### config.mk
export PLATFORM = sky130hd
export DESIGN_NAME = mvm_queue
export DESIGN_NICKNAME = d
export VERILOG_FILES = /design/src/mvm_pkg.sv /design/src/mvm_queue.sv
export SDC_FILE = /design/constraint.sdc
export NUM_CORES = 1
export LEC_CHECK = 0
export BUFFER_PORTS_ARGS = -buffer_cell sky130_fd_sc_hd__buf_4
export CORE_MARGIN = 2
export CORE_UTILIZATION = 25
export DETAILED_ROUTE_END_ITERATION = 6
export GPL_ROUTABILITY_DRIVEN = 1
export SYNTH_ARGS = -nofsm -noshare
export SYNTH_HDL_FRONTEND = slang
export SYNTH_SLANG_ARGS = --single-unit
export TNS_END_PERCENT = 100
### constraint.sdc
create_clock -name clk_i -period 2.7 [get_ports clk_i]
set_input_delay 0.135 -clock clk_i [delete_from_list [all_inputs] [get_ports clk_i]]
set_output_delay 0.135 -clock clk_i [all_outputs]
set_load 0.02 [all_outputs]
### src/mvm_pkg.sv
// ----------------------------------------------------------------------------
// mvm_pkg
// Shared types, widths and helpers for the matrix-vector multiplier.
// ----------------------------------------------------------------------------
package mvm_pkg;

  // Element and sum widths
  localparam int VALUE_BITS = 16;
  localparam int PROD_BITS  = 2 * VALUE_BITS;
  localparam int SUM_BITS   = 40;

  // Matrix size limits
  localparam int MAX_COLS  = 256;
  localparam int MAX_ROWS  = 4096;
  localparam int COL_BITS  = $clog2(MAX_COLS);
  localparam int ROW_BITS  = $clog2(MAX_ROWS);
  localparam int COLS_REG_BITS = 9;
  localparam int ROWS_REG_BITS = 13;
  localparam int CFG_DATA_BITS = ROWS_REG_BITS;

  // Configuration register indexes
  localparam int CFG_IDX_BITS = 2;
  localparam logic [CFG_IDX_BITS-1:0] REG_ROW_COUNT = 2'd0;
  localparam logic [CFG_IDX_BITS-1:0] REG_COL_COUNT = 2'd1;

  // Input item kinds
  localparam logic KIND_VECTOR = 1'b0;
  localparam logic KIND_MATRIX = 1'b1;

  // Queue between front and back
  localparam int QUEUE_DEPTH = 4;
  localparam int QUEUE_PTR_BITS = $clog2(QUEUE_DEPTH);

  // Configuration as seen by the front end
  typedef struct packed {
    logic [ROWS_REG_BITS-1:0] row_count;
    logic [COLS_REG_BITS-1:0] col_count;
  } mvm_cfg_t;

  // One multiply-accumulate operation
  typedef struct packed {
    logic signed [VALUE_BITS-1:0] mat_val;
    logic signed [VALUE_BITS-1:0] vec_val;
    logic                         row_end;
    logic [ROW_BITS-1:0]          row_index;
    logic                         last_row;
  } mvm_op_t;

  // Effective column count: zero acts as one, saturate at MAX_COLS
  function automatic logic [COLS_REG_BITS-1:0] eff_cols(
    input logic [COLS_REG_BITS-1:0] reg_val
  );
    logic [COLS_REG_BITS-1:0] res;
    if (reg_val == '0) begin
      res = COLS_REG_BITS'(1);
    end else if (reg_val > COLS_REG_BITS'(MAX_COLS)) begin
      res = COLS_REG_BITS'(MAX_COLS);
    end else begin
      res = reg_val;
    end
    return res;
  endfunction

  // Effective row count: zero acts as one, saturate at MAX_ROWS
  function automatic logic [ROWS_REG_BITS-1:0] eff_rows(
    input logic [ROWS_REG_BITS-1:0] reg_val
  );
    logic [ROWS_REG_BITS-1:0] res;
    if (reg_val == '0) begin
      res = ROWS_REG_BITS'(1);
    end else if (reg_val > ROWS_REG_BITS'(MAX_ROWS)) begin
      res = ROWS_REG_BITS'(MAX_ROWS);
    end else begin
      res = reg_val;
    end
    return res;
  endfunction

endpackage

### src/mvm_queue.sv
// ----------------------------------------------------------------------------
// mvm_queue
// Short first-in first-out queue of operations between front and back.
// ----------------------------------------------------------------------------
module mvm_queue (
  input  logic             clk_i,
  input  logic             rst_ni,
  input  logic             push_valid_i,
  input  mvm_pkg::mvm_op_t push_data_i,
  output logic             push_ready_o,
  output logic             pop_valid_o,
  output mvm_pkg::mvm_op_t pop_data_o,
  input  logic             pop_ready_i
);
  import mvm_pkg::*;

  mvm_op_t entries_q [QUEUE_DEPTH];

  logic [QUEUE_PTR_BITS-1:0] wr_ptr_q, rd_ptr_q;
  logic [QUEUE_PTR_BITS:0]   count_q;
  logic                      push, pop;

  assign push_ready_o = count_q != (QUEUE_PTR_BITS+1)'(QUEUE_DEPTH);
  assign pop_valid_o  = count_q != '0;
  assign push         = push_valid_i && push_ready_o;
  assign pop          = pop_ready_i && pop_valid_o;
  assign pop_data_o   = entries_q[rd_ptr_q];

  // Pointers and fill count
  always_ff @(posedge clk_i or negedge rst_ni) begin
    if (!rst_ni) begin
      wr_ptr_q <= '0;
      rd_ptr_q <= '0;
      count_q  <= '0;
    end else begin
      if (push) begin
        wr_ptr_q <= wr_ptr_q + QUEUE_PTR_BITS'(1);
      end
      if (pop) begin
        rd_ptr_q <= rd_ptr_q + QUEUE_PTR_BITS'(1);
      end
      case ({push, pop})
        2'b10:   count_q <= count_q + (QUEUE_PTR_BITS+1)'(1);
        2'b01:   count_q <= count_q - (QUEUE_PTR_BITS+1)'(1);
        default: count_q <= count_q;
      endcase
    end
  end

  // Storage
  always_ff @(posedge clk_i) begin
    if (push) begin
      entries_q[wr_ptr_q] <= push_data_i;
    end
  end

endmodule

==> out/qor.yml <==
floorplan:
  die_area_mm2: 0.0296
  die_w_um: 172
  die_h_um: 172
  core_mm2: 0.0278
  initial_utilization_pct: 25.4
  ioPinCount: 98
  num_rows: 61
timing:
  finalMaxSlewViolations: 0
  postLayoutSetupSlackWorst_ns: 0.345
  hold_viol_final: 0
  fin_crit_sh_pct: 87.2
  setup_violations: 0
  finClkSkew_ns: 0.0246
  fin_crit_ns: 2.36
  rsz0062_at_grt: "false"
  max_slew_margin_pct: 57.3
  fmax_mhz: 425
  setup_tns_ns: 0
  worstMarginPinSlew_ns: 0.641
worst_setup_path:
  crit_family: "flip-flops"
  slowest_stage: "dfrtp_4"
  crit_type: "flip-flop to output pin"
  cp_num_buf_inv: 2
  worstPathCellList: "buf_12 > mux4_2 > buf_4"
  cp.arrival_ns: 2.22
  slowest_delay_ns: 0.72
  reg2regPathDepth: 9
  crit_fanout: 22
  end_kind: "output pin"
  cp.depth: 3
  critPathLaunchType: "flip-flop"
  ff2ff_setup_slack_ns: 0.43
  cp.required_ns: 2.57
clock_tree:
  cts_max_level: 4
  clock-sinks: 191
  cts_tree: "built"
  path_clk_slew_ns: 0.08
  insertion_delay_ns: 0.44
  cts_made_buffers: 17
  cts_root_buf: "clkbuf_16"
  clockBufferDepth: 2
global_route:
  grt_start_max_net_pins: 32
  grt_usage_pct: 10.1
  grt_pass1_wl_mm: 21.4
  grt_pass1_vias: 3714
  antenna_found_initial: 1
  overflow: 0
synthesis:
  syn_inst: 277
  synth.distinct_cells: 20
  synth_top_flop_cell: "edfxtp_1"
  synthTopCellsByCount: "edfxtp_1, mux4_2, dfrtp_1"
  syn-cell-area_mm2: 0.00705
  synth_edf_count: 184
  synth_area_leaders: "edfxtp_1, mux4_2, dfrtp_1"
  yosys.area.top_type: "edfxtp_1"
  async_reset_ff_share_pct: 3.66
  ys_ff_latch: 191
  ys_warn_count: 0
  ys_seq_area_share_pct: 80.9
  yosysMostFrequentCell: "edfxtp_1"
  syn_area_per_cell_um2: 25.5
  yosys.area.top_type_share_pct: 78.4
  synth_fp_nets: 333
routing:
  drt_iter0_drc: 151
  ant_nets: 0
  drc: 0
  first_pass_iters: 4
  viasPerCell: 4.06
  vias: 3376
  wirelength_mm: 14.1
  wl_per_cell_um: 17.0
place:
  dp_slack_ns: 0.480
  numPortBuffers: 97
  gp_congestion: 0.648
  dp_hpwl_mm: 8.57
  dpl-instance-area_mm2: 0.00834
  post-place-cells: 751
status:
  status: "finished clean"
power_and_ir_drop:
  peakVddDrop_uv: 403
  leakagePower_nw: 3.22
  pwr_density_cell_mw_per_mm2: 1090
min_path:
  hold_path_class: "input port to asynchronous set/reset pin"
flow_run:
  drv_cap: 0
layout:
  fin_nets: 495
  postLayoutCellArea_mm2: 0.00942
  area_delta_synth_final_pct: 33.7
  final_cell_count_no_fill: 831
  layout-drive-gt1-share_pct: 42.7
registers in the layout, summed over array words and instances, names as in the netlist:
register and flops:
rd_ptr_q 2, count_q 3, entries_q 184, wr_ptr_q 2
cell families after synthesis:
group | count (synthesis) | synth area share [%]
xor+xnor | 6 | 0.745
simple gates | 9 | 0.923
fa+ha+maj | 6 | 1.17
mux | 48 | 15.0
flops | 191 | 80.9
buf+inv | 16 | 1.12
compound gates | 1 | 0.142
what timing repair did:
action	4_1_cts	5_1_grt
buffers inserted	0	0
hold buffers	47	0
hold endpoints to repair	191	0
gates resized for setup	0	0
final timing paths:
path	startpoint	to
worst max-delay path	rd_ptr_q[0]	pop_data_o[32]
worst min-delay path	rst_ni	count_q[1]
worst max register to register	count_q[0]	count_q[2]
worst min register to register	count_q[2]	count_q[2]
max in group asynchronous	rst_ni	rd_ptr_q[0]
min in group clk_i	pop_ready_i	rd_ptr_q[0]
report_power, final:
group	internal (mW)	switching, mW
registers	3.93	0.288
logic	1.65	1.80
clock network	1.47	1.13
per-stage QoR:
stage / utilization (%) / hold WS (ns) / total power [mW]
final: 33.9 / 0.0431 / 10.3
after global placement: 30.0 / -0.0461 / 7.69
after CTS: 33.9 / 0.0155 / 10.5
after detailed placement: 30.0 / -0.0429 / 7.79
after global routing: 33.9 / 0.0248 / 10.8
after floorplan: - / -0.161 / 6.29
per-layer routing:
layer	vias to the layer above	share of wire [%]	global-route usage, %
met5	-	0	0
met4	0	1.4	3.80
met3	17	5.1	3.27
met2	92	50	17.0
met1	1771	43	12.0
li1	1496	-	-
cell usage in the layout (no fill, tap or decap), types with 3 or more instances in the layout:
master and instances:
and3_2 4, buf_12 6, buf_4 100, bufinv_16 3, clkbuf_16 17, clkinvlp_4 3, dfrtp_1 5, dlygate4sd3_1 47
edfxtp_1 184, ha_1 5, inv_1 6, inv_6 4, mux4_2 46, xnor2_1 3, xor2_1 3
cell type report:
class / instances / area, um2
Clock inverter: 15 / 183
Tap cell: 378 / 473
Clock buffer: 17 / 425
Sequential cell: 191 / 5710
Fill cell: 2652 / 18400
Inverter: 6 / 22.5
Antenna cell: 1 / 2.50
Timing Repair Buffer: 153 / 1340
Multi-Input combinational cell: 70 / 1270
(Power assumes the default switching activity.)
