<file path="src/mvm_pkg.sv">
// ----------------------------------------------------------------------------
// mvm_pkg
// Shared types, widths and helpers for the matrix-vector multiplier.
// ----------------------------------------------------------------------------
package mvm_pkg;

  // Element and sum widths
  localparam int VALUE_BITS = 16;
  localparam int PROD_BITS  = 2 * VALUE_BITS;
  localparam int SUM_BITS   = 40;

  // Matrix size limits
  localparam int MAX_COLS  = 256;
  localparam int MAX_ROWS  = 4096;
  localparam int COL_BITS  = $clog2(MAX_COLS);
  localparam int ROW_BITS  = $clog2(MAX_ROWS);
  localparam int COLS_REG_BITS = 9;
  localparam int ROWS_REG_BITS = 13;
  localparam int CFG_DATA_BITS = ROWS_REG_BITS;

  // Configuration register indexes
  localparam int CFG_IDX_BITS = 2;
  localparam logic [CFG_IDX_BITS-1:0] REG_ROW_COUNT = 2'd0;
  localparam logic [CFG_IDX_BITS-1:0] REG_COL_COUNT = 2'd1;

  // Input item kinds
  localparam logic KIND_VECTOR = 1'b0;
  localparam logic KIND_MATRIX = 1'b1;

  // Queue between front and back
  localparam int QUEUE_DEPTH = 4;
  localparam int QUEUE_PTR_BITS = $clog2(QUEUE_DEPTH);

  // Configuration as seen by the front end
  typedef struct packed {
    logic [ROWS_REG_BITS-1:0] row_count;
    logic [COLS_REG_BITS-1:0] col_count;
  } mvm_cfg_t;

  // One multiply-accumulate operation
  typedef struct packed {
    logic signed [VALUE_BITS-1:0] mat_val;
    logic signed [VALUE_BITS-1:0] vec_val;
    logic                         row_end;
    logic [ROW_BITS-1:0]          row_index;
    logic                         last_row;
  } mvm_op_t;

  // Effective column count: zero acts as one, saturate at MAX_COLS
  function automatic logic [COLS_REG_BITS-1:0] eff_cols(
    input logic [COLS_REG_BITS-1:0] reg_val
  );
    logic [COLS_REG_BITS-1:0] res;
    if (reg_val == '0) begin
      res = COLS_REG_BITS'(1);
    end else if (reg_val > COLS_REG_BITS'(MAX_COLS)) begin
      res = COLS_REG_BITS'(MAX_COLS);
    end else begin
      res = reg_val;
    end
    return res;
  endfunction

  // Effective row count: zero acts as one, saturate at MAX_ROWS
  function automatic logic [ROWS_REG_BITS-1:0] eff_rows(
    input logic [ROWS_REG_BITS-1:0] reg_val
  );
    logic [ROWS_REG_BITS-1:0] res;
    if (reg_val == '0) begin
      res = ROWS_REG_BITS'(1);
    end else if (reg_val > ROWS_REG_BITS'(MAX_ROWS)) begin
      res = ROWS_REG_BITS'(MAX_ROWS);
    end else begin
      res = reg_val;
    end
    return res;
  endfunction

endpackage

</file>
<file path="src/mvm_if.sv">


// Row results
interface mvm_out_if;
  logic                                 valid;
  logic                                 ready;
  logic signed [mvm_pkg::SUM_BITS-1:0]  row_sum;
  logic [mvm_pkg::ROW_BITS-1:0]         row_index;
  logic                                 last_row;

  modport source (output valid, output row_sum, output row_index, output last_row,
                  input ready);
  modport sink   (input valid, input row_sum, input row_index, input last_row,
                  output ready);
endinterface

</file>
<file path="src/mvm_back.sv">
// ----------------------------------------------------------------------------
// mvm_back
// Multiplies each queued element pair, accumulates the row sum and holds
// finished row results in an output register.
// ----------------------------------------------------------------------------
module mvm_back (
  input  logic             clk_i,
  input  logic             rst_ni,
  input  logic             op_valid_i,
  input  mvm_pkg::mvm_op_t op_i,
  output logic             op_ready_o,
  mvm_out_if.source        out_o
);
  import mvm_pkg::*;

  // Multiply stage
  logic                        m_valid_q;
  logic signed [PROD_BITS-1:0] prod_q;
  logic signed [PROD_BITS-1:0] prod_d;
  logic                        m_end_q;
  logic [ROW_BITS-1:0]         m_row_q;
  logic                        m_last_q;

  // Accumulator and output register
  logic [SUM_BITS-1:0] acc_q, sum_d;
  logic                out_valid_q;
  logic [SUM_BITS-1:0] out_sum_q;
  logic [ROW_BITS-1:0] out_row_q;
  logic                out_last_q;

  logic out_free, m_adv, pop, emit;

  assign out_free   = !out_valid_q || out_o.ready;
  assign m_adv      = m_valid_q && (!m_end_q || out_free);
  assign op_ready_o = !m_valid_q || m_adv;
  assign pop        = op_valid_i && op_ready_o;
  assign emit       = m_adv && m_end_q;

  assign prod_d = op_i.mat_val * op_i.vec_val;
  assign sum_d  = acc_q + {{(SUM_BITS-PROD_BITS){prod_q[PROD_BITS-1]}}, prod_q};

  // Control registers and accumulator
  always_ff @(posedge clk_i or negedge rst_ni) begin
    if (!rst_ni) begin
      m_valid_q   <= 1'b0;
      out_valid_q <= 1'b0;
      acc_q       <= '0;
    end else begin
      if (op_ready_o) begin
        m_valid_q <= op_valid_i;
      end
      if (emit) begin
        out_valid_q <= 1'b1;
      end else if (out_o.ready) begin
        out_valid_q <= 1'b0;
      end
      if (m_adv) begin
        acc_q <= m_end_q ? '0 : sum_d;
      end
    end
  end

  // Product register
  always_ff @(posedge clk_i) begin
    if (pop) begin
      prod_q   <= prod_d;
      m_end_q  <= op_i.row_end;
      m_row_q  <= op_i.row_index;
      m_last_q <= op_i.last_row;
    end
  end

  // Result register
  always_ff @(posedge clk_i) begin
    if (emit) begin
      out_sum_q  <= sum_d;
      out_row_q  <= m_row_q;
      out_last_q <= m_last_q;
    end
  end

  assign out_o.valid     = out_valid_q;
  assign out_o.row_sum   = out_sum_q;
  assign out_o.row_index = out_row_q;
  assign out_o.last_row  = out_last_q;

endmodule

</file>
<file path="src/flat_wrapper.sv">
// flat-port wrapper written by rule: the top's interface ports become plain ports
module mvm_back_flat import mvm_pkg::*;
  (clk_i, rst_ni, op_valid_i, op_i, op_ready_o, out_o_valid, out_o_row_sum, out_o_row_index, out_o_last_row, out_o_ready);
  mvm_out_if out_o_i ();
  input  logic clk_i;
  input  logic rst_ni;
  input  logic op_valid_i;
  input  mvm_pkg::mvm_op_t op_i;
  output logic op_ready_o;
  output wire logic [$bits(out_o_i.valid)-1:0] out_o_valid;
  output wire logic [$bits(out_o_i.row_sum)-1:0] out_o_row_sum;
  output wire logic [$bits(out_o_i.row_index)-1:0] out_o_row_index;
  output wire logic [$bits(out_o_i.last_row)-1:0] out_o_last_row;
  input wire logic [$bits(out_o_i.ready)-1:0] out_o_ready;
  assign out_o_valid = out_o_i.valid;
  assign out_o_row_sum = out_o_i.row_sum;
  assign out_o_row_index = out_o_i.row_index;
  assign out_o_last_row = out_o_i.last_row;
  assign out_o_i.ready = out_o_ready;
  mvm_back u_core (.clk_i(clk_i), .rst_ni(rst_ni), .op_valid_i(op_valid_i), .op_i(op_i), .op_ready_o(op_ready_o), .out_o(out_o_i));
endmodule
</file>
<file path="config.mk">
export PLATFORM = sky130hd
export DESIGN_NAME = mvm_back_flat
export DESIGN_NICKNAME = d
export VERILOG_FILES = /design/src/mvm_pkg.sv /design/src/mvm_if.sv /design/src/mvm_back.sv /design/src/flat_wrapper.sv
export SDC_FILE = /design/constraint.sdc
export NUM_CORES = 1
export LEC_CHECK = 0
export ABC_AREA = 1
export ABC_CLOCK_PERIOD_IN_PS = 3500
export BUFFER_PORTS_ARGS = -buffer_cell sky130_fd_sc_hd__clkbuf_2
export CORE_AREA = 2 2 206 208
export DETAILED_ROUTE_END_ITERATION = 16
export DIE_AREA = 0 0 208 210
export MAX_ROUTING_LAYER = met4
export SETUP_SLACK_MARGIN = 0.1
export SLEW_MARGIN = 20
export SYNTH_ARGS = -nofsm -noshare
export SYNTH_HDL_FRONTEND = slang
export SYNTH_SLANG_ARGS = --single-unit
</file>
<file path="constraint.sdc">
create_clock -name clk_i -period 3.5 [get_ports clk_i]
set_clock_uncertainty 0.1 [all_clocks]
set_input_delay 0.35 -clock clk_i [delete_from_list [all_inputs] [get_ports clk_i]]
set_output_delay 0.35 -clock clk_i [all_outputs]
set_load 0.01 [all_outputs]
</file>
==> results of run 1 <==
==> repair_timing <==
action / 4_1_cts / 5_1_grt
endpoints found under the hold margin: 36 / 0
pin swaps: 75 / 108
buffers inserted: 17 / 18
endpoints found under the setup margin: 26 / 26
resized for setup: 232 / 175
cloned: 2 / 0
hold buffers: 15 / 0
==> cells by family after synthesis <==
logic type	Yosys count	share of synthesized area
xor gates and xnor gates	44	0.0209
buffers and inverters	660	0.135
adders and majority gates	384	0.368
and+or+nand+nor	989	0.222
AOI/OAI and AO/OA	110	0.0347
DFF	141	0.219
==> synth_stat cells <==
library cell  number
nand2_1          707
inv_1            588
fa_1             263
ha_1             121
nor2_1           118
edfxtp_1          99
clkbuf_1          62
nand3_1           62
a21oi_1           52
dfrtp_1           42
xor2_1            34
and2_1            24
nand4_1           24
o21ai_0           23
nand3b_1          17
xnor2_1           10
a22o_1             9
nand2_2            8
nor3_1             8
o21bai_1           8
nor2_2             7
inv_2              6
a21o_1             4
nor3_2             4
or2_2              4
a31oi_1            3
buf_2              3
o21ai_1            3
a21boi_0           2
nand3_2            2
nor3b_2            2
o211ai_1           2
o21a_1             2
a211oi_1           1
a21oi_2            1
and3_1             1
buf_1              1
or2_1              1
==> flip-flops by register name, summed over array words and instances, names as in the netlist, 12 cells and up <==
register                count
u_core.prod_q              32
u_core.out_o.row_index     12
u_core.out_o.row_sum       40
u_core.acc_q               40
u_core.m_row_q             12
==> per-stage QoR <==
stage	util	worst slack, ns
floorplan	-	-1.83
global placement	0.514	-2.28
detailed placement	0.514	-2.36
CTS	0.559	-1.57
global route	0.577	-1.80
finish	0.577	-1.62
==> layer usage <==
| metal | GRT usage | vias up | share of wire |
|---|---|---|---|
| met2 | 0.438 | 291 | 0.52 |
| met1 | 0.292 | 7427 | 0.42 |
| met4 | 0.0846 | 0 | 0.033 |
| met3 | 0.0237 | 93 | 0.031 |
| li1 | - | 7466 | - |
| met5 | - | - | 0 |
==> path summary, 6_finish.rpt <==
| check | startpoint | to | slack (ns) |
|---|---|---|---|
| worst max-delay path | op_i[45] | u_core.prod_q[24] | -1.62 |
| worst min-delay path | op_valid_i | u_core.m_valid_q | 0.06 |
| worst max register to register | u_core.acc_q[0] | u_core.out_o.row_sum[30] | 0.57 |
| worst min register to register | u_core.m_row_q[6] | u_core.out_o.row_index[6] | 0.31 |
| max in group asynchronous | rst_ni | u_core.acc_q[10] | 2.10 |
| min in group asynchronous | rst_ni | u_core.acc_q[4] | 0.39 |
==> worst register-to-register path, delay by kind of cell (launching register included) <==
family | cells | cell delay (ns)
simple gates | 9 | 1.31
flops | 1 | 0.39
fa+ha+maj | 2 | 0.90
==> layout make-up <==
cell class	instances	area [sq um]
Tap cell	539	674
Timing Repair Buffer	338	3060
Clock buffer	17	425
Sequential cell	141	4020
Fill cell	3791	17500
Multi-Input combinational cell	1527	13300
Clock inverter	15	194
Inverter	594	2240
==> impl_metrics.toml, run 1 <==
[cells_and_area]
syn_to_final_growth_pct = 30.1
final_common_cell = "nand2_1"
instances_no_fill = 3171
drive_gt1_frac = 0.255
layout_common_cells = "653 x nand2_1, 524 x inv_1, 233 x fa_1"
nNetsFinal = 3053
n_antenna_cell = 0
final_cell_area_sq_um = 23900

[grt]
grt_pass1_vias = 16300
grt_max_degree = 54
antenna_found_initial = 0
grt_pass1_wl_um = 83000
grt_overflow = 0
track_usage = 0.246

[clock_tree]
clk_latency_ns = 0.44
path_clk_slew_ns = 0.07
clockBufferDepth = 2
htree_levels = 4
cts_buffers = 17
cts_num_sinks = 141
tritoncts = "done"
root_buffer = "clkbuf_16"

[sta]
post-route-worst-setup-slack_ns = -1.62
slew_violations = 0
finalSetupViolations = 25
rsz0062_at_grt = "true"
worstMarginPinSlew_ns = 1.04
fin_crit_sh = 1.46
whs_ns = 0.0559
finalHoldViolCount = 0
tns_ns = -32.91
maxSlewHeadroom = 0.306
layout_min_cycle_time_ns = 5.12
fmax_mhz = 195

[logic_synthesis]
synth_top_area_share = 0.286
ys_seq_area_frac = 0.219
synth_area_leaders = "fa_1 29%, edfxtp_1 16%, nand2_1 14%, inv_1 12%, ha_1 8.2%"
synth_top_cell_by_area = "fa_1"
syn_area_per_cell_sq_um = 7.90
yosysWarnings = 0
syn-num-nets = 2762
syn_area_sq_um = 18400
synth-seq-cells = 141
synth_cell_types = 38
syn_inst = 2328

[setup_path]
crit_type = "input port to register"
critPathArrivalTime_ns = 5.19
critPathSlowestCell = "fa_1"
cp_num_buf_inv = 8
end_kind = "register"
cp_num_cells = 21
cp_top_family = "adder cells"
crit_path_max_incr_delay_ns = 0.58
crit_path_frequent_cell = "buf_6"
r2r_cells = 11
worstPathCellList = "clkbuf_16 -> nand2_4 -> inv_2 -> fa_2 -> buf_6 -> buf_6 -> fa_2 -> fa_1 -> fa_2 -> fa_1 -> inv_1 -> fa_1 -> inv_2 -> ha_4 -> buf_6 -> nand2_4 -> buf_6 -> nor3_4 -> nand3_1 -> o211ai_1 -> xor2_1"
crit_fanout = 5
startpoint_type = "input port"
cp.required_ns = 3.57

[floorplanning]
die_h_um = 210
ios = 105
die_w_um = 208
dieArea_sq_um = 43700
start_util = 0.444
fp-row-count = 75
coreArea_sq_um = 41500

[job]
maxCapViolCount = 0

[route]
viasPerCell = 4.82
drc = 0
antenna_left = 0
vias = 15300
first_pass_iters = 5
wirelength_um = 49700
detail_route.wl_per_cell_um = 15.7
drt-initial-drc-count = 784

[placed_design]
io_buffers = 104
placed_area_sq_um = 21300
gp_congestion = 0.962
hpwl_um = 42100
dpl.cell_count = 3089

[run_status]
failed_checks = "negative setup slack"
outcome = "finished with violations"

[worst_hold_path]
hold_path_depth = 3
hold_class = "input port to register"
Power of run 1 is not shown: default switching activity piles up to over one toggle a cycle in this logic, so the estimate is an artifact.
==> inputs of run 2 (changes only) <==
==> constraint.sdc (replaced) <==
create_clock -name clk_i -period 3.5 [get_ports clk_i]
set_clock_uncertainty 0.1 [all_clocks]
set_input_delay 0 -clock clk_i [delete_from_list [all_inputs] [get_ports clk_i]]
set_output_delay 0 -clock clk_i [all_outputs]
set_load 0.01 [all_outputs]
==> run 2 against run 1 <==
- the flow still finishes with violations (negative setup slack)
- sequential cell count did not move
- die area did not move
- routed wire length up 1.6%
- register-to-register slack improved by 0.04 ns
- worst hold slack better by 0.025 ns
- sequential share of layout area is 0.15 points higher
- final cell count is 0.19% higher
==> impl_metrics.toml, run 2 (synthesized netlist as in run 1, its figures left out) <==
[run_status]
outcome = "finished with violations"
failed_checks = "negative setup slack"

[grt]
antenna_found_initial = 0
grt_max_degree = 47
grt_overflow = 0
grt_pass1_wl_um = 84000
grt_pass1_vias = 16400
track_usage = 0.249

[floorplanning]
start_util = 0.444
die_w_um = 208
dieArea_sq_um = 43700
die_h_um = 210
ios = 105
coreArea_sq_um = 41500
fp-row-count = 75

[cells_and_area]
final_util = 0.572
drive_gt1_frac = 0.243
final_common_cell = "nand2_1"
syn_to_final_growth_pct = 29.0
n_antenna_cell = 0
final_cell_area_sq_um = 23700
nNetsFinal = 3059
layout_common_cells = "655 x nand2_1, 541 x inv_1, 235 x fa_1"

[setup_path]
cp_num_buf_inv = 7
cp.required_ns = 3.59
crit_fanout = 6
cp_top_family = "adder cells"
end_kind = "register"
crit_path_max_incr_delay_ns = 0.57
crit_type = "input port to register"
startpoint_type = "input port"
critPathSlowestCell = "fa_1"
worstPathCellList = "buf_6 -> clkinvlp_4 -> buf_6 -> or2_4 -> fa_1 -> inv_2 -> fa_1 -> inv_1 -> fa_1 -> inv_2 -> fa_1 -> fa_1 -> fa_1 -> ha_4 -> nand2_4 -> nor3_4 -> nand2_2 -> nor3_2 -> nand2_1 -> nand2_1 -> inv_1 -> nand2_1 -> nand2_1"
crit_path_frequent_cell = "fa_1"
critPathArrivalTime_ns = 4.92

[placed_design]
hpwl_um = 42400
io_buffers = 104
gp_congestion = 0.964
dp_slack_ns = -2.02
placed_area_sq_um = 21300

[route]
wirelength_um = 50500
first_pass_iters = 5
detail_route.wl_per_cell_um = 15.9
viasPerCell = 4.79
vias = 15200
antenna_left = 0
drc = 0
drt-initial-drc-count = 717

[clock_tree]
path_clk_slew_ns = 0.08
clockBufferDepth = 2
tritoncts = "done"
cts_num_sinks = 141
cts_buffers = 17
root_buffer = "clkbuf_16"
clk_latency_ns = 0.44
htree_levels = 4

[sta]
finalHoldViolCount = 0
worstMarginPinSlew_ns = 1.01
whs_ns = 0.0808
rsz0062_at_grt = "true"
post-route-worst-setup-slack_ns = -1.33
layout_min_cycle_time_ns = 4.83
slew_violations = 0
fin_crit_sh = 1.38
finalSetupViolations = 25
fmax_mhz = 207
maxSlewHeadroom = 0.327

[worst_hold_path]
hold_class = "input port to async pin"

[job]
maxCapViolCount = 0
run 2: cell types whose count changed in the layout (fill, tap and decap cells not counted), sizes merged:
cell / change
inv: -1
clkbuf: -3
dlygate4sd3: +5
buf: +4
clkinvlp: +1
run 2: worst paths after layout:
| kind | start | endpoint | slack [ns] | depth (start not counted) |
|---|---|---|---|---|
| worst max-delay path | op_i[29] | u_core.prod_q[31] | -1.33 | 23 |
| max in group asynchronous | rst_ni | u_core.acc_q[4] | 2.52 | 3 |
| worst max register to register | u_core.acc_q[0] | u_core.out_o.row_sum[30] | 0.61 | 11 |
| worst min-delay path | rst_ni | u_core.acc_q[39] | 0.08 | 3 |
| worst min register to register | u_core.m_row_q[3] | u_core.out_o.row_index[3] | 0.32 | 0 |
| min in group clk_i | op_i[30] | u_core.prod_q[0] | 0.08 | 4 |
run 2: worst register-to-register path: cells and delay by family, from the launching register on:
kind          cells  cell delay (ns)
fa+ha+maj         2             0.89
flops             1             0.39
simple gates      9             1.28
run 2: cell type report:
class / count / area, sq um
clock inverters: 15 / 191
inverters: 594 / 2230
multi-input cells: 1527 / 13200
flip-flops and latches: 141 / 4020
fillers: 3804 / 17700
repair buffers: 344 / 2980
clock buffers: 17 / 425
well taps: 539 / 674
run 2: stage by stage:
stage | setup TNS [ns] | instances
after floorplan | -27.81 | 2328
after global placement | -39.89 | 3084
after detailed placement | -41.20 | 3084
after CTS | -25.92 | 3164
after global routing | -29.49 | 3177
final | -25.50 | 3177
run 2: routing by layer:
metal	wire length, um	track usage	part of all wire	up-vias
li1	-	-	-	7461
met4	1210	0.0712	0.024	0
met5	0	-	0	-
met2	26400	0.452	0.52	283
met3	1390	0.0198	0.028	81
met1	21500	0.297	0.43	7379
run 2: repair_timing:
item,in CTS,in global routing
setup buffers,27,17
gates cloned,2,0
resized for setup,202,151
endpoints found under the setup margin,26,26
pin swaps,54,89
hold endpoints to repair,58,0
hold buffers,20,0
Power of run 2 is left out for the same reason.
==> inputs of run 3 (changes only) <==
- CORE_AREA: 2 2 206 208 -> 4 4 208 210
- DIE_AREA: 0 0 208 210 -> 0 0 212 214
==> run 3 against run 2 <==
- the run still ends with negative setup slack left
- critical path depth decreased by 3
- via count rose by 0.95%
- worst setup slack gained 0.11 ns
- maximum frequency increased by 2.4%
- register-to-register slack better by 0.03 ns
- critical path type unchanged
- critical endpoint is now u_core.prod_q[24]
- largest cell class unchanged
==> impl_metrics.toml, run 3 (synthesized netlist as in run 1, its figures left out) <==
[clock_tree]
path_clk_slew_ns = 0.08
clk_latency_ns = 0.44
tritoncts = "done"
htree_levels = 4
clockBufferDepth = 2
root_buffer = "clkbuf_16"
cts_num_sinks = 141
cts_buffers = 17

[route]
drc = 0
first_pass_iters = 5
wirelength_um = 50300
drt-initial-drc-count = 759
detail_route.wl_per_cell_um = 15.8
antenna_left = 0
viasPerCell = 4.83
vias = 15300

[floorplanning]
die_h_um = 214
die_w_um = 212
ios = 105
start_util = 0.443
coreArea_sq_um = 41600
fp-row-count = 75
dieArea_sq_um = 45400

[sta]
fin_crit_sh = 1.35
worstMarginPinSlew_ns = 1.08
finalSetupViolations = 25
slew_violations = 0
fmax_mhz = 212
post-route-worst-setup-slack_ns = -1.21
tns_ns = -25.10
rsz0062_at_grt = "true"
whs_ns = 0.0499
layout_min_cycle_time_ns = 4.71
maxSlewHeadroom = 0.278
finalHoldViolCount = 0

[job]
maxCapViolCount = 0

[cells_and_area]
nNetsFinal = 3061
final_common_cell = "nand2_1"
drive_gt1_frac = 0.254
n_antenna_cell = 0
syn_to_final_growth_pct = 30.1
layout_common_cells = "648 x nand2_1, 527 x inv_1, 235 x fa_1"
final_cell_area_sq_um = 23900
fillerInstances = 3749

[setup_path]
cp.required_ns = 3.59
startpoint_type = "input port"
crit_path_max_incr_delay_ns = 0.63
end_kind = "register"
crit_type = "input port to register"
r2r_slack_ns = 0.64
crit_fanout = 7
cp_num_buf_inv = 7
critPathArrivalTime_ns = 4.80
worstPathCellList = "clkbuf_16 -> nand2_4 -> inv_2 -> fa_2 -> fa_2 -> buf_12 -> buf_6 -> fa_2 -> fa_1 -> fa_1 -> inv_2 -> fa_1 -> inv_2 -> ha_4 -> nand2_8 -> buf_12 -> nor3_4 -> nand3_1 -> o211ai_1 -> xor2_1"
cp_top_family = "adder cells"
critPathSlowestCell = "fa_2"

[grt]
grt_overflow = 0
antenna_found_initial = 0
grt_pass1_vias = 16600
grt_max_degree = 47
track_usage = 0.236
grt_pass1_wl_um = 83700

[run_status]
failed_checks = "negative setup slack"
outcome = "finished with violations"

[placed_design]
placed_area_sq_um = 21300
io_buffers = 104
gp_congestion = 0.973
hpwl_um = 42200

[worst_hold_path]
hold_class = "input port to async pin"
[run 3: changes by cell type in the layout (fill, tap and decap cells not counted), sizes merged]
cell and change:
buf +2, dlygate4sd3 -1, clkinv +1, clkbuf +1, inv -1
[run 3: repair_timing]
item | CTS | global route
endpoints found under the hold margin | 40 | 0
buffers inserted | 26 | 16
hold buffers | 19 | 0
resized for setup | 247 | 142
pin swaps | 88 | 94
gates cloned | 0 | 2
setup endpoints to repair | 26 | 26
[run 3: through the flow]
stage	utilization	setup slack, ns	std cells
2_1_floorplan	-	-1.48	2328
3_3_place_gp	0.512	-1.87	3085
3_5_place_dp	0.512	-1.92	3085
4_1_cts	0.560	-1.26	3162
5_1_grt	0.576	-1.40	3179
6_report	0.576	-1.21	3179
[run 3: cell type report]
type                            count  area (sq um)  area share
Inverter                          594          2240      0.0934
Multi-Input combinational cell   1527         13300       0.555
Timing Repair Buffer              346          3100       0.129
Sequential cell                   141          4020       0.168
Clock buffer                       17           425      0.0178
Tap cell                          539           674      0.0282
Clock inverter                     15           194     0.00810
[run 3: worst paths after layout]
path	end	start	cells past startpoint
setup / recovery	u_core.prod_q[24]	op_i[45]	20
hold / removal	u_core.acc_q[39]	rst_ni	2
setup reg to reg	u_core.out_o.row_sum[22]	u_core.acc_q[0]	11
hold reg to reg	u_core.out_o.row_index[3]	u_core.m_row_q[3]	0
max in group asynchronous	u_core.acc_q[14]	rst_ni	3
min in group clk_i	u_core.prod_q[0]	op_i[30]	4
[run 3: per-layer routing]
layer | vias to the layer above | track usage | share of wire
li1 | 7477 | - | -
met1 | 7414 | 0.294 | 0.42
met2 | 362 | 0.411 | 0.51
met3 | 95 | 0.0190 | 0.035
met4 | 0 | 0.0670 | 0.029
met5 | - | - | 0
Power of run 3 is left out for the same reason.
